<file path="config.mk">
export PLATFORM = sky130hd
export DESIGN_NAME = mbr_ctrl
export DESIGN_NICKNAME = d
export VERILOG_FILES = /design/src/rtl/mbr_pkg.sv /design/src/rtl/mbr_ctrl.sv
export SDC_FILE = /design/constraint.sdc
export NUM_CORES = 1
export LEC_CHECK = 0
export ABC_AREA = 1
export BUFFER_PORTS_ARGS = -buffer_cell sky130_fd_sc_hd__buf_2
export CAP_MARGIN = 20
export CORE_AREA = 3 3 40 42
export DETAILED_ROUTE_END_ITERATION = 7
export DIE_AREA = 0 0 43 45
export PLACE_DENSITY = 0.41
export REMOVE_ABC_BUFFERS = 1
export SYNTH_ARGS = -nofsm -noshare
export SYNTH_HDL_FRONTEND = slang
export SYNTH_SLANG_ARGS = --single-unit
</file>
<file path="constraint.sdc">
create_clock -name clk -period 2.7 [get_ports clk]
set_clock_uncertainty 0.05 [all_clocks]
set_input_delay 0 -clock clk [delete_from_list [all_inputs] [get_ports clk]]
set_output_delay 0 -clock clk [all_outputs]
set_load 0.005 [all_outputs]
</file>
<file path="src/rtl/mbr_pkg.sv">
`timescale 1ns / 1ps
// ----------------------------------------------------------------------------
// Mailbox rings package
// Request codes, default sizes and the command bundle that the controller
// sends to the datapath.
// ----------------------------------------------------------------------------
package mbr_pkg;

	// Default sizes of the ring bank.
	localparam int CoreCountDef = 8;
	localparam int RingDepthDef = 16;

	// Field widths fixed by the request and result formats.
	localparam int ModeW = 3;
	localparam int CoreW = 8;
	localparam int MsgW  = 64;

	// Request codes.
	localparam logic [ModeW-1:0] MODE_CLEAR = 3'd0;
	localparam logic [ModeW-1:0] MODE_BIND  = 3'd1;
	localparam logic [ModeW-1:0] MODE_READY = 3'd2;
	localparam logic [ModeW-1:0] MODE_QUERY = 3'd3;
	localparam logic [ModeW-1:0] MODE_SEND  = 3'd4;
	localparam logic [ModeW-1:0] MODE_RECV  = 3'd5;

	// Commands from the controller to the datapath.
	typedef struct packed {
		logic load;  // capture the incoming request word
		logic exec;  // carry out the captured request
	} cmd_t;

endpackage

</file>
<file path="src/rtl/mbr_ctrl.sv">
`timescale 1ns / 1ps
// ----------------------------------------------------------------------------
// Mailbox rings controller
// Sequences each request through capture, execution and result delivery,
// and drives both channel handshakes.
// ----------------------------------------------------------------------------
module mbr_ctrl (
	input  logic          clk,
	input  logic          arst_n,
	input  logic          in_valid,
	output logic          in_stall,
	output logic          out_valid,
	input  logic          out_stall,
	output mbr_pkg::cmd_t cmd
);

	typedef enum logic [2:0] {
		S_IDLE = 3'b001,
		S_EXEC = 3'b010,
		S_OUT  = 3'b100
	} state_t;

	state_t state_q;
	state_t state_d;

	// Next-state logic.
	always_comb begin
		state_d = state_q;
		unique case (state_q)
			S_IDLE: begin
				if (in_valid) begin
					state_d = S_EXEC;
				end
			end
			S_EXEC: begin
				state_d = S_OUT;
			end
			S_OUT: begin
				if (!out_stall) begin
					state_d = S_IDLE;
				end
			end
			default: begin
				state_d = S_IDLE;
			end
		endcase
	end

	// State register.
	always_ff @(posedge clk or negedge arst_n) begin
		if (!arst_n) begin
			state_q <= S_IDLE;
		end else begin
			state_q <= state_d;
		end
	end

	// Handshakes and datapath commands.
	assign in_stall  = (state_q != S_IDLE);
	assign out_valid = (state_q == S_OUT);
	assign cmd.load  = (state_q == S_IDLE) && in_valid;
	assign cmd.exec  = (state_q == S_EXEC);

endmodule

</file>
==> out/qor.txt, run 1 <==
Hold Crit Class -> in2async
WP data required -> 2.65 ns
Sink Count -> 3
Seq/Total Area, Yosys -> 43.9%
most common cell in the netlist -> nor2_1
status -> finished, final reports clean
TritonCTS Buffers -> 3
die width -> 43 um
switching part of the total -> 37.4%
commonest cells in the netlist -> nor2_1, inv_1, nand3_2
Antenna Violating Nets Remaining -> 0
Top Family by Delay on Critical Path -> flip-flops
WS Path Type -> reg2out
Fin. Hold Viols -> 0
Iter 0 DRT Violations -> 4
die height -> 45 um
startpoint types -> flip-flop
# Max-Cap Violations -> 0
tightest hold margin -> 0.0340 ns
Diodes inserted -> 0
Main synth FF type -> dfrtp_1
RSZ-0062 raised after global routing -> false
worst reg2reg setup slack -> 1.73 ns
cell internal pwr -> 182 uW
H-tree Lvls -> 1
Sequential Power Share -> 31.8%
Design Area, Final -> 284 um2
Leakage -> 0.000159 uW
asr flop ratio synth -> 100%
Detailed Place HPWL -> 303 um
I/O pins -> 8
Synth Warn # -> 0
Starting Density -> 13.5%
vias in the first global route -> 164
Worst path slowest cell -> dfstp_2
Worst VDD drop -> 371 uV
worst slew pin tran -> 0.188 ns
layout cells sized above 1 -> 48.5%
routed wire length -> 427 um
clk root buf -> clkbuf_4
vias per cell -> 3.58
IO buf count -> 7
Most flops, register -> state_q
max reg flops -> 3
WP buf/inv -> 1
Worst EP arrival -> 1.13 ns
combinational power share -> 41.4%
Pins Over Slew Limit -> 0
row count -> 13
gr ovfl total -> 0
vias -> 172
Fmax achieved -> 848 MHz
minimum clock period -> 1.18 ns
DRC Markers -> 0
Slew headroom -> 87.5%
DRT Pass-1 Iters -> 2
Mapped Area -> 174 um2
first-pass GRT wire length -> 607 um
number of fill cells -> 139
initial antenna violation count -> 0
Synth Register Bits -> 3
die area -> 1940 um2
setup TNS -> 0 ns
DR WL/cell -> 8.90 um
Synth top area share -> 28.8%
CTS clk-pin slew, worst paths -> 0.04 ns
Total Power -> 291 uW
Finish-stage setup viols -> 0
synth top area cells -> dfrtp_1, nand3_2, dfstp_2
slowest stage delay, CP -> 0.57 ns
Clock Latency Late Sink -> 0.23 ns
CTS tree -> built
post-synthesis instance total -> 19
Regs by FF count -> state_q x3
Resized cells post-CTS -> 0
CP Capture Type -> output pin
core area -> 1280 um2
pwr/cell area -> 1030 nW/um2
part of the cycle the worst path needs -> 43.7%
gpl congestion -> 0.724
power share of the clock group -> 26.8%
Synth area leader -> dfrtp_1
Post-DP Area -> 228 um2
Nets -> 38
Syn-to-layout area delta -> 63.3%
net switching power -> 109 uW
GRT Total Usage -> 5.10%
EDFF count, synth -> 0
mean post-synth cell area -> 9.15 um2
largest net degree at the start of global routing -> 6
CP cell instances -> nand3b_4 -> nor2_1 -> buf_2
largest fanout on the critical path -> 4
maximum buffer depth of the clock tree -> 2
Netlist cell types -> 10
-- per-stage QoR --
step	utilization [%]	cells	setup WS, ns
floorplan	-	19	1.79
global placement	17.7	41	1.76
detailed placement	17.7	41	1.73
CTS	22.1	48	1.52
global route	22.1	48	1.45
finish	22.1	48	1.52
-- logic make-up (layout without fill, tap and decap cells) --
family / after synthesis / count (layout) / share of synthesized area [%]
AND/OR/NAND/NOR: 12 / 12 / 47.5
buffers and inverters: 4 / 18 / 8.63
flip-flops: 3 / 3 / 43.9
-- cell type report --
type	instances	area [um2]	area share, %
inverters	4	15.0	5.29
multi-input cells	12	82.6	29.1
well taps	15	18.8	6.61
clock buffers	4	26.3	9.25
flip-flops and latches	3	76.3	26.9
repair buffers	10	65.1	22.9
-- cell usage in the layout, fill, tap and decap left out --
cell           instances
buf_2                  7
clkbuf_1               1
clkbuf_4               3
dfrtp_1                2
dfstp_2                1
dlygate4sd3_1          3
inv_1                  3
inv_2                  1
nand2_1                2
nand3_1                1
nand3_2                3
nand3b_4               1
nor2_1                 4
nor3_1                 1
-- per-layer routing --
metal / GRT usage (%) / part of all wire [%] / wire length [um] / vias up
met3: 1.20 / 9.1 / 39 / 2
met1: 4.87 / 47 / 199 / 74
met2: 6.89 / 40 / 171 / 10
met5: 0 / 0 / 0 / -
li1: - / - / - / 86
met4: 9.04 / 4.0 / 17 / 0
-- path summary, 6_finish.rpt --
path / cells past startpoint / endpoint / startpoint
min in group clk: 2 / state_q[2] / state_q[2]
max in group asynchronous: 2 / state_q[0] / arst_n
worst min register to register: 2 / state_q[2] / state_q[2]
worst max-delay path: 3 / cmd[1] / state_q[0]
worst min-delay path: 2 / state_q[2] / arst_n
worst max register to register: 4 / state_q[0] / state_q[0]
-- timing repair --
| action | in CTS | in global routing |
|---|---|---|
| hold endpoints to repair | 6 | 0 |
| buffers inserted | 0 | 0 |
| hold buffers | 3 | 0 |
-- power groups by stage --
| stage | logic (uW) | clock network, uW | registers (uW) |
|---|---|---|---|
| after floorplan | 82.2 | 0 | 89.2 |
| after global placement | 116 | 0 | 92.4 |
| after detailed placement | 119 | 0 | 93.3 |
| after CTS | 123 | 83.8 | 92.7 |
| after global routing | 137 | 85.1 | 95.5 |
| final | 121 | 78.1 | 92.8 |
Note: power is estimated with default switching activity, not from simulation.
==> run 2, diff against run 1 <==
Clock period 2.7 ns to 1.1 ns, I/O delays scaled along.
==> run 2 against run 1 <==
Net effect:
- the flow now finishes with violations (setup timing)
- first-iteration DRC count down 100%
- setup slack worse by 1.6 ns
- via count up 12%
- register-to-register slack worse by 1.7 ns
- cell area up 7.0%
==> out/qor.txt, run 2 (synthesized netlist as in run 1, its figures left out) <==
status -> complete, but fails checks (was finished, final reports clean)
failing checks -> setup timing
Total Power -> 829 uW (was 291 uW)
setup TNS -> -0.0725 ns (was 0 ns)
Regs by FF count -> state_q x3 (unchanged)
Detailed Place HPWL -> 322 um (was 303 um)
worst slew pin tran -> 0.170 ns (was 0.188 ns)
max reg flops -> 3 (unchanged)
Finish-stage setup viols -> 2 (was 0)
IO buf count -> 7 (unchanged)
clk root buf -> clkbuf_4 (unchanged)
most frequent cells in the layout -> buf_2, nor2_1, buf_4 (was buf_2, nor2_1)
gr ovfl total -> 0 (unchanged)
slowest stage delay, CP -> 0.56 ns (was 0.57 ns)
CTS tree -> built (unchanged)
RSZ-0062 raised after global routing -> true (was false)
Design Area, Final -> 304 um2 (was 284 um2)
first-pass GRT wire length -> 676 um (was 607 um)
commonest non-fill, non-tap cell in the layout -> buf_2 (unchanged)
final core utilization -> 23.7% (was 22.1%)
Final Worst Setup Slack -> -0.0475 ns (was 1.52 ns)
DRC Markers -> 0 (unchanged)
I/O pins -> 8 (unchanged)
DR WL/cell -> 8.45 um (was 8.90 um)
row count -> 13 (unchanged)
# Max-Cap Violations -> 0 (unchanged)
TritonCTS Buffers -> 3 (unchanged)
Starting Density -> 13.5% (unchanged)
Sink Count -> 3 (unchanged)
Clock Latency Late Sink -> 0.23 ns (about the same)
largest net degree at the start of global routing -> 6 (unchanged)
pwr/cell area -> 2730 nW/um2 (was 1030 nW/um2)
gpl congestion -> 0.717 (was 0.724)
DRT Pass-1 Iters -> 1 (was 2)
Iter 0 DRT Violations -> 0 (was 4)
Fin. Hold Viols -> 0 (unchanged)
vias in the first global route -> 191 (was 164)
Post-DP Area -> 228 um2 (unchanged)
Most flops, register -> state_q (unchanged)
minimum clock period -> 1.15 ns
FF-to-FF Start -> state_q[0] (unchanged)
CP Capture Type -> output pin (unchanged)
Syn-to-layout area delta -> 74.8% (was 63.3%)
CTS clk-pin slew, worst paths -> 0.03 ns (was 0.04 ns)
Worst VDD drop -> 733 uV (was 371 uV)
Worst EP arrival -> 1.10 ns (was 1.13 ns)
die area -> 1940 um2 (unchanged)
Slew headroom -> 88.7% (was 87.5%)
Placed Cells -> 41 (unchanged)
Hold Crit Class -> in2reg (was in2async)
die height -> 45 um (unchanged)
CP cell instances -> nand3b_4 -> nor2_1 -> buf_2 (unchanged)
worst reg2reg setup slack -> 0.07 ns (was 1.73 ns)
startpoint types -> flip-flop (unchanged)
part of the cycle the worst path needs -> 104%
Pins Over Slew Limit -> 0 (unchanged)
Leakage -> 0.000173 uW (was 0.000159 uW)
vias -> 192 (was 172)
Worst path slowest cell -> dfstp_2 (unchanged)
Worst R2R End -> state_q[0] (unchanged)
Nets -> 41 (was 38)
largest fanout on the critical path -> 4 (unchanged)
Layout Cells excl Fill -> 51 (was 48)
WS Path Type -> reg2out (unchanged)
initial antenna violation count -> 0 (unchanged)
Worst Hold Launch -> in_valid
Fmax achieved -> 871 MHz
H-tree Lvls -> 1 (unchanged)
Worst R2R Path Depth -> 4 (unchanged)
GRT Total Usage -> 5.09% (was 5.10%)
Antenna Violating Nets Remaining -> 0 (unchanged)
WHS Path Cells -> 3
core area -> 1280 um2 (unchanged)
Diodes inserted -> 0 (unchanged)
routed wire length -> 431 um (was 427 um)
vias per cell -> 3.76 (was 3.58)
die width -> 43 um (unchanged)
number of fill cells -> 152 (was 139)
WP data required -> 1.05 ns (was 2.65 ns)
hold worst-path end -> state_q[1]
maximum buffer depth of the clock tree -> 2 (unchanged)
layout cells sized above 1 -> 58.3% (was 48.5%)
-- run 2: worst max-delay path by stage --
stage | start | endpoint | slack, ns | cells past startpoint
final | state_q[0] | cmd[1] | -0.05 | 3
after global routing | state_q[0] | cmd[1] | -0.08 | 3
after CTS | state_q[0] | cmd[1] | -0.06 | 3
after detailed placement | state_q[0] | state_q[0] | 0.10 | 4
after global placement | state_q[0] | state_q[0] | 0.14 | 4
after floorplan | state_q[0] | state_q[0] | 0.19 | 4
-- run 2: final cells by class --
cell class / count / area [um2] / share of cell area [%]
multi-input combinational: 12 / 82.6 / 27.2
clock buffer: 4 / 26.3 / 8.64
tap: 15 / 18.8 / 6.17
sequential: 3 / 76.3 / 25.1
inverter: 4 / 15.0 / 4.94
timing repair buffer: 13 / 85.1 / 28.0
-- run 2: report_power, final --
group / total, uW / switching, uW / internal (uW)
combinational: 417 / 185 / 233
sequential: 224 / 54.5 / 170
clock: 187 / 51.9 / 136
total: 829 / 291 / 538
-- run 2: worst max-delay path, delay by kind of cell (launching register included) --
family        cells  cell delay (ns)
buf+inv           1             0.11
simple gates      2             0.19
flops             1             0.56
-- run 2: layer usage --
metal / GRT usage, % / share of wire (%) / vias up
met5: 0 / 0 / -
met4: 7.23 / 0 / 0
met3: 1.59 / 11 / 0
met2: 6.89 / 45 / 8
met1: 5.34 / 44 / 89
li1: - / - / 95
-- run 2: stage by stage --
stage               worst slack [ns]  hold WS, ns
detailed placement             0.101       -0.254
finish                       -0.0475      0.00983
floorplan                      0.195       -0.346
global placement               0.143       -0.256
global route                 -0.0816       0.0235
CTS                          -0.0629      0.00480
-- run 2: repair_timing --
action	4_1_cts	5_1_grt
setup buffers	3	1
resized for setup	0	1
pin swaps	0	1
hold buffers	2	0
endpoints found under the hold margin	4	0
cloned	0	0
endpoints found under the setup margin	3	3
==> run 3, diff against run 2 <==
Clock period 1.1 ns to 1.4 ns, I/O delays scaled along.
==> run 3 against run 2 <==
Net effect:
- largest power group unchanged
- clock power is 19% lower
- core utilization is 1.6 points lower
- hold slack better by 0.026 ns
- wire length is 1.9% lower
- sequential power is 20% lower
- non-clock buffer count is 3 lower
- the flow now finishes without violations
- critical endpoint unchanged
- sequential share of layout area is 1.8 points higher
- final cell count is 5.9% lower
- sequential cell count stayed put
- register-to-register slack better by 0.35 ns
- cell area is 6.6% lower
- clock-buffer cell count stayed put
==> out/qor.txt, run 3 (synthesized netlist as in run 1, its figures left out) <==
status -> finished, final reports clean (was complete, but fails checks)
WS Path Type -> reg2out (unchanged)
Slew headroom -> 87.4% (was 88.7%)
number of fill cells -> 148 (was 152)
WP buf/inv -> 1 (unchanged)
RSZ-0062 raised after global routing -> false (was true)
die width -> 43 um (unchanged)
gpl congestion -> 0.729 (was 0.717)
commonest non-fill, non-tap cell in the layout -> buf_2 (unchanged)
CTS tree -> built (unchanged)
largest net degree at the start of global routing -> 6 (unchanged)
die height -> 45 um (unchanged)
Starting Density -> 13.5% (unchanged)
core area -> 1280 um2 (unchanged)
maximum buffer depth of the clock tree -> 2 (unchanged)
H-tree Lvls -> 1 (unchanged)
worst slew pin tran -> 0.189 ns (was 0.170 ns)
vias -> 172 (was 192)
Leakage -> 0.000159 uW (was 0.000173 uW)
Diodes inserted -> 0 (unchanged)
die area -> 1940 um2 (unchanged)
clk root buf -> clkbuf_4 (unchanged)
max reg flops -> 3 (unchanged)
WP data required -> 1.35 ns (was 1.05 ns)
Worst VDD drop -> 740 uV (was 733 uV)
Syn-to-layout area delta -> 63.3% (was 74.8%)
DRC Markers -> 0 (unchanged)
Fin. Hold Viols -> 0 (unchanged)
met3 Use GR -> 1.59% (unchanged)
Most flops, register -> state_q (unchanged)
Layout Cells excl Fill -> 48 (was 51)
initial antenna violation count -> 0 (unchanged)
Placed Cells -> 41 (unchanged)
Pins Over Slew Limit -> 0 (unchanged)
CP Capture Type -> output pin (unchanged)
setup TNS -> 0 ns (was -0.0725 ns)
DR WL/cell -> 8.81 um (was 8.45 um)
row count -> 13 (unchanged)
slowest stage delay, CP -> 0.57 ns (was 0.56 ns)
pre-CTS setup slack -> 0.437 ns (was 0.101 ns)
I/O pins -> 8 (unchanged)
Fmax achieved -> 861 MHz
GRT Total Usage -> 5.43% (was 5.09%)
IO buf count -> 7 (unchanged)
Total Power -> 564 uW (was 829 uW)
part of the cycle the worst path needs -> 82.9%
vias per cell -> 3.58 (was 3.76)
DRT Pass-1 Iters -> 1 (unchanged)
Finish-stage setup viols -> 0 (was 2)
tightest hold margin -> 0.0356 ns (was 0.00983 ns)
CTS clk-pin slew, worst paths -> 0.04 ns (was 0.03 ns)
gr ovfl total -> 0 (unchanged)
Final Worst Setup Slack -> 0.239 ns (was -0.0475 ns)
vias in the first global route -> 177 (was 191)
first-pass GRT wire length -> 683 um (was 676 um)
CP cell instances -> nand3b_4 -> nor2_1 -> buf_2 (unchanged)
# Max-Cap Violations -> 0 (unchanged)
Antenna Violating Nets Remaining -> 0 (unchanged)
pwr/cell area -> 1980 nW/um2 (was 2730 nW/um2)
Worst path slowest cell -> dfstp_2 (unchanged)
most frequent cells in the layout -> buf_2, nor2_1 (was buf_2, nor2_1, buf_4)
routed wire length -> 423 um (was 431 um)
startpoint types -> flip-flop (unchanged)
Top Family by Delay on Critical Path -> flip-flops (unchanged)
minimum clock period -> 1.16 ns
Worst EP arrival -> 1.11 ns (was 1.10 ns)
GR Layer Usage met2 -> 6.29% (was 6.89%)
Sink Count -> 3 (unchanged)
Nets -> 38 (was 41)
Global Route met1 Usage -> 6.08% (was 5.34%)
TritonCTS Buffers -> 3 (unchanged)
largest fanout on the critical path -> 4 (unchanged)
layout cells sized above 1 -> 48.5% (was 58.3%)
Iter 0 DRT Violations -> 0 (unchanged)
Post-CTS Setup Inserts -> 0 (was 3)
Hold Crit Class -> in2async (was in2reg)
Regs by FF count -> state_q x3 (unchanged)
Clock Latency Late Sink -> 0.23 ns (about the same)
Most Used Layer, Global Route -> met4 (unchanged)
==> run 3: path summary, 6_finish.rpt <==
kind / end / from / slack [ns] / depth (start not counted)
min in group clk: state_q[2] / state_q[2] / 0.51 / 2
worst max register to register: state_q[0] / state_q[0] / 0.42 / 4
max in group asynchronous: state_q[0] / arst_n / 1.07 / 2
worst min register to register: state_q[2] / state_q[2] / 0.51 / 2
worst max-delay path: cmd[1] / state_q[0] / 0.24 / 3
worst min-delay path: state_q[1] / arst_n / 0.04 / 2
==> run 3: timing repair <==
item,CTS,global route
hold endpoints to repair,6,0
hold buffers,3,0
resized for setup,0,0
==> run 3: metal layers <==
layer,routed length [um],share of wire (%),vias to the layer above
li1,-,-,87
met2,165,39,10
met1,189,45,73
met4,17,4.0,0
met5,0,0,-
met3,50,12,2
==> run 3: area by class of cell <==
type,instances,area (um2),share of cell area (%)
inverter,4,15.0,5.29
clock buffer,4,26.3,9.25
tap,15,18.8,6.61
sequential,3,76.3,26.9
multi-input combinational,12,82.6,29.1
timing repair buffer,10,65.1,22.9
==> run 3: where the power goes <==
part	switching, uW	internal (uW)
combinational	120	111
clock	45.1	107
sequential	46.6	134
==> run 3: worst reg2reg max path, delay by kind of cell, from the launching register on <==
kind                   cells  cell delay [ns]
DFF                        1             0.57
and+or+nand+nor            3             0.24
buffers and inverters      1             0.05
==> run 3: per-stage QoR <==
| stage | util, % | area, um2 |
|---|---|---|
| floorplan | - | 174 |
| global placement | 17.7 | 228 |
| detailed placement | 17.7 | 228 |
| CTS | 22.1 | 284 |
| global route | 22.1 | 284 |
| finish | 22.1 | 284 |
